### src/rtl/core/tseq_pkg.sv
package tseq_pkg;

   // Field widths of one word
   localparam int STAMP_W      = 28;
   localparam int PAYLOAD_W    = 64;
   localparam int OP_W         = 3;
   localparam int IDX_W        = 6;
   localparam int FILL_LEVEL_W = 7;

   // Default queue depth
   localparam int TSEQ_DEPTH = 32;

   // Command codes
   localparam logic [OP_W-1:0] OP_INSERT      = 3'd0;
   localparam logic [OP_W-1:0] OP_DRAIN_BELOW = 3'd1;
   localparam logic [OP_W-1:0] OP_DRAIN_ABOVE = 3'd2;
   localparam logic [OP_W-1:0] OP_POP         = 3'd3;
   localparam logic [OP_W-1:0] OP_SUBTRACT    = 3'd4;
   localparam logic [OP_W-1:0] OP_CLEAR       = 3'd5;

   // One stored event
   typedef struct packed {
      logic [STAMP_W-1:0]   stamp;
      logic [PAYLOAD_W-1:0] payload;
      logic                 artificial;
      logic                 ignored;
   } entry_type;

   // What a cell does with its entry this cycle
   typedef enum logic [2:0] {
      ACT_HOLD,
      ACT_LOAD,
      ACT_LEFT,
      ACT_RIGHT,
      ACT_SUB
   } cell_act_type;

   // Values broadcast to every cell
   typedef struct packed {
      entry_type          new_entry;
      logic [STAMP_W-1:0] key;
      logic [STAMP_W-1:0] delta;
   } cell_bus_type;

endpackage

### src/rtl/core/tseq_cell.sv
module tseq_cell import tseq_pkg::*; (
   input  logic         clock,
   input  cell_act_type act,
   input  cell_bus_type bus,
   input  entry_type    left_entry,
   input  entry_type    right_entry,
   output entry_type    entry,
   output logic         key_gt,
   output logic         key_lt
);

   entry_type entry_ff;
   entry_type entry_in;
   logic [STAMP_W-1:0] sub_stamp;

   // Compare against the broadcast key
   assign key_gt = entry_ff.stamp > bus.key;
   assign key_lt = entry_ff.stamp < bus.key;

   // Clamped subtract
   assign sub_stamp = (entry_ff.stamp > bus.delta) ? (entry_ff.stamp - bus.delta) : '0;

   // Next entry
   always_comb begin
      entry_in = entry_ff;
      unique case (act)
         ACT_HOLD:  entry_in = entry_ff;
         ACT_LOAD:  entry_in = bus.new_entry;
         ACT_LEFT:  entry_in = left_entry;
         ACT_RIGHT: entry_in = right_entry;
         ACT_SUB:   entry_in.stamp = sub_stamp;
         default:   entry_in = entry_ff;
      endcase
   end

   always_ff @(posedge clock) begin
      entry_ff <= entry_in;
   end

   assign entry = entry_ff;

endmodule

### config.mk
export PLATFORM = sky130hd
export DESIGN_NAME = tseq_cell
export DESIGN_NICKNAME = d
export VERILOG_FILES = /design/src/rtl/core/tseq_pkg.sv /design/src/rtl/core/tseq_cell.sv
export SDC_FILE = /design/constraint.sdc
export NUM_CORES = 1
export LEC_CHECK = 0
export BUFFER_PORTS_ARGS = -buffer_cell sky130_fd_sc_hd__buf_4
export CAP_MARGIN = 20
export CORE_AREA = 2 2 168 170
export DETAILED_ROUTE_END_ITERATION = 7
export DIE_AREA = 0 0 170 172
export GPL_ROUTABILITY_DRIVEN = 0
export SKIP_CTS_REPAIR_TIMING = 1
export SLEW_MARGIN = 20
export SYNTH_ARGS = -nofsm -noshare
export SYNTH_HDL_FRONTEND = slang
export SYNTH_SLANG_ARGS = --single-unit
export TNS_END_PERCENT = 100
### constraint.sdc
create_clock -name clock -period 4.5 [get_ports clock]
set_input_delay 0.45 -clock clock [delete_from_list [all_inputs] [get_ports clock]]
set_output_delay 0.45 -clock clock [all_outputs]
set_load 0.005 [all_outputs]
* Word-level counts from Yosys, hierarchy flattened *
Index checks and enable logic that the tools add are counted.

operators by class
  reductions and logical operators = 2
  muxes and demuxes = 3
  $lt $le $gt $ge = 3
  add/subtract/negate cells = 1
  bitwise operators = 0
  shift-type cells = 0
  eq/ne operators = 4
  divide/modulo/power cells = 0
  multiply operators = 0

operators with widths
  kind                number
  $pmux 66 s3         1
  $pmux 28 s4         1
  $gt 28x28->1        2
  $lt 28x28->1        1
  $mux 28             1
  $sub 28x28->28      1
  $eq 3x2->1 const B  2
  $reduce_bool 4->1   1
  $eq 3x1->1 const B  1
  $eq 3x3->1 const B  1
  $reduce_bool 3->1   1

storage, ports and cells
  output and inout bits = 96
  memories kept = 0
  latch bits = 0
  input port bits = 342
  register bits after elaboration = 94
  ROM bits = 0
  word-level logic and storage cells = 17
  RAM bits = 0

* Logic depth before layout (Yosys ltp) *
  depth after elaboration = 3
  gate-level depth with buffers = 13
  depth with buffers taken out = 12

* Worst setup path before layout *
Ideal clock, no wire load.

  path kind = input to register
  start = in act[1]
  end = reg entry_ff (netlist bit entry[0]), enable pin
  cell stages on the path = 3
  required time = 4010 ps
  library setup time = 490 ps
  arrival = 3557 ps
  path buffers = 1
  slack = 452 ps
  cells stage by stage = clkbuf_1 -> nor2_1 -> nor2_1

on the way
  word-level cells in the longest chain between the ends = 2
  elaborated cells on any way between the ends = 4
  those cells by class = 3 x eq/ne; 1 x reduce/logical

ends and longest elaborated chain
  element                                          RTL line         text
  from (decl)                                      tseq_cell.sv:3   input cell_act_type act,
  $eq 3x2->1 / $eq 3x1->1 (equally long branches)  tseq_cell.sv:26  unique case (act)
  $reduce_bool 3->1 (no source line) (*)           n/a
  to (signal assigned)                             tseq_cell.sv:37  entry_ff <= entry_in;
  to (decl)                                        tseq_cell.sv:12  entry_type entry_ff;

Mark *: on every way between the ends. The rest lies on a longest branch, timed or not.
A chain may end at the register's enable or synchronous reset.

* Final worst setup path *
  start = reg entry_ff (netlist bit entry[67])
  end = out key_gt

on the way
  word-level cells in the longest chain between the ends = 1

ends and longest elaborated chain
  element       RTL line         text
  $gt 28x28->1  tseq_cell.sv:17  assign key_gt = entry_ff.stamp > bus.key;
  to (decl)     tseq_cell.sv:8   output logic key_gt,

Every way passes these cells.

==> impl_metrics.ini <==
[critical_path]
crit_fanout = 4
slowest_delay_ps = 640
arrival_ps = 3190
cp-start-kind = flip-flop
critPathRequiredTime_ps = 4050
path_class = reg2out
ff2ff_path_depth = 9
path_cells = ha_1, nor2b_1, o21a_1, o21a_1, o211ai_1, o211ai_1, a31o_2, a211oi_1, a31oi_1, buf_4
end_kind = output port
cp_slowest_cell = a211oi_1

[grt]
use_met1_pct = 22.2
busiest_layer = met2
grt_pass1_wl_um = 43700
overflow = 0
grt_util_met2_pct = 35.8
gr-usage-met3_pct = 5.72
grt_pass1_vias = 7950
grtUsageTotal_pct = 19.7
grt_start_max_net_pins = 78
antenna_found_initial = 1

[clock_network]
cts_tree = yes
clock_sinks = 94
insertion_delay_ps = 350
root_buffer = clkbuf_16
cts_max_level = 3
clkTransAtPathRegs_ps = 80
cts_max_path_buffers = 2
cts_buffers = 9

[layout]
synthToLayoutAreaGrowth_pct = 51.7
fin_area_mm2 = 0.0116
antenna_cells = 0
drive_gt1_share_pct = 37.5
multi_input_area_mm2 = 0.00440
largest_reg_flops = 94
num-fill-cells = 2768
final_net_count = 1667
seqCellArea_mm2 = 0.00282

[power_and_ir_drop]
p_per_area_mw_per_mm2 = 272
irDropWorstVdd_v = 0.000140
finalPower_uw = 3140
p_leak_uw = 0.00564

[floorplan]
core_area_mm2 = 0.0275
initial_core_util_pct = 27.7
rows = 61
die_y_um = 172
io_pins = 438
die_w_um = 170
dieArea_mm2 = 0.0292

[timing]
fmax_ghz = 0.275
setup_tns_ps = 0
post-route-min-period_ps = 3640
worst_pin_slew_ps = 944
slew_violations = 0
slew-limit-headroom_pct = 37.0
setup_viol = 0
rsz0062_at_grt = no
period_share_pct = 80.9
fin_worst_skew_ps = 11.6
hold_viol_final = 0

[logic_synthesis]
synth_warnings = 0
ys_types = 54
synth_xor_area_share_pct = 2.19
synth_area_mm2 = 0.00761
synth_seq_cells = 94
synthAdderAreaFrac_pct = 9.46
yosysSeqAreaShare_pct = 37.1
ys.flop_type = edfxtp_1
synth-compound-area-share_pct = 19.4
async_flop_share_pct = 0
synth_mux_area_share_pct = 12.8
synth_top_family_by_area = compound AO/OA/AOI/OAI gates
synthSimpleGateAreaFrac_pct = 13.6
synth_edf_count = 94
synth_nets = 1259
netlist_instances = 860
syn_area_per_cell_um2 = 8.85

[routing]
drtPass1Iterations = 5
avgViaCountPerCell = 4.89
drtIter0Drc = 384
drcViolationCount = 0
vias = 7916
drtAntennaViolNets = 0
drt_wl_total_um = 30000
wire_per_inst_um = 18.5

[placement]
dpl.hpwl_um = 24200
io_buffers = 437
placed_area_mm2 = 0.0112

[min_path]
min_path_type = in2reg
holdPathStages = 3

[status]
status = finished, final reports clean

[run]
drv_cap = 0
## cells in the final DEF, fill, tap and decap left out, drive strengths merged, types with 3 or more instances in the layout
cell type and count:
o211ai 4, nand2 103, a21oi 77, nor2b 7
xnor2 12, nand3 8, a31oi 10, ha 56
o21a 9, nor4 4, a211oi 3, a22oi 4
o21ai 88, or2 4, inv 63, edfxtp 94
xor2 7, nand4 14, or3 4, buf 446
a2111oi 3, mux2i 95, clkbuf 9, nor3 7
o31ai 7, nand2b 5, nor2 75, a21o 24
## cell type report
cell class | count | share of cell area (%)
clock buffer | 9 | 1.95
timing repair buffer | 446 | 29.0
clock inverter | 6 | 0.801
sequential | 94 | 24.4
inverter | 61 | 1.98
tap | 346 | 3.75
multi-input combinational | 656 | 38.1
## Yosys cell counts, drive strengths merged (5+ instances only)
master	number	area, um2
nand2	103	387
mux2i	95	951
edfxtp	94	2820
o21ai	88	440
a21oi	77	385
nor2	75	284
inv	61	229
ha	56	701
clkbuf	39	146
a21o	24	180
nand4	14	87.6
xnor2	12	105
a31oi	10	62.6
buf	10	43.8
o21a	9	67.6
nand3	8	40.0
nor2b	7	43.8
nor3	7	35.0
o31ai	7	71.3
xor2	7	61.3
nand2b	5	31.3
## logic make-up (layout without fill, tap and decap cells)
group,Yosys count,after routing
muxes,97,97
DFF,94,94
adders and majority gates,57,57
buffers and inverters,110,522
AOI/OAI and AO/OA,245,245
xor gates and xnor gates,19,19
and+or+nand+nor,238,238
## worst max-delay path: cells and delay by family (launching register included)
kind / cells / cell delay [ps]
compound gates: 7 / 1740
fa+ha+maj: 1 / 330
buf+inv: 1 / 180
flops: 1 / 470
simple gates: 1 / 140
## power breakdown
part	internal [uW]	switching, uW
clock	489	363
combinational	583	579
sequential	1080	47.8
## worst paths after layout
| kind | to | start | slack, ps |
|---|---|---|---|
| worst max-delay path | key_gt | entry[67] | 860 |
| worst min-delay path | entry[17] | bus[73] | 360 |
| worst max register to register | entry[92] | entry[77] | 890 |
| worst min register to register | entry[67] | entry[67] | 930 |
## metrics by stage
stage | cells | setup WS [ps] | util [%] | hold slack (ps)
floorplan | 860 | 452 | - | 637
global placement | 1603 | 914 | 40.9 | 722
detailed placement | 1603 | 840 | 40.9 | 728
CTS | 1618 | 789 | 42.0 | 350
global route | 1618 | 575 | 42.0 | 368
finish | 1618 | 861 | 42.0 | 365
## per-layer routing
| layer | share of wire (%) | up-vias |
|---|---|---|
| met5 | 0.053 | - |
| li1 | - | 3927 |
| met3 | 8.0 | 36 |
| met4 | 1.9 | 2 |
| met2 | 52 | 309 |
| met1 | 38 | 3642 |
Power figures use the tool's default switching activity.
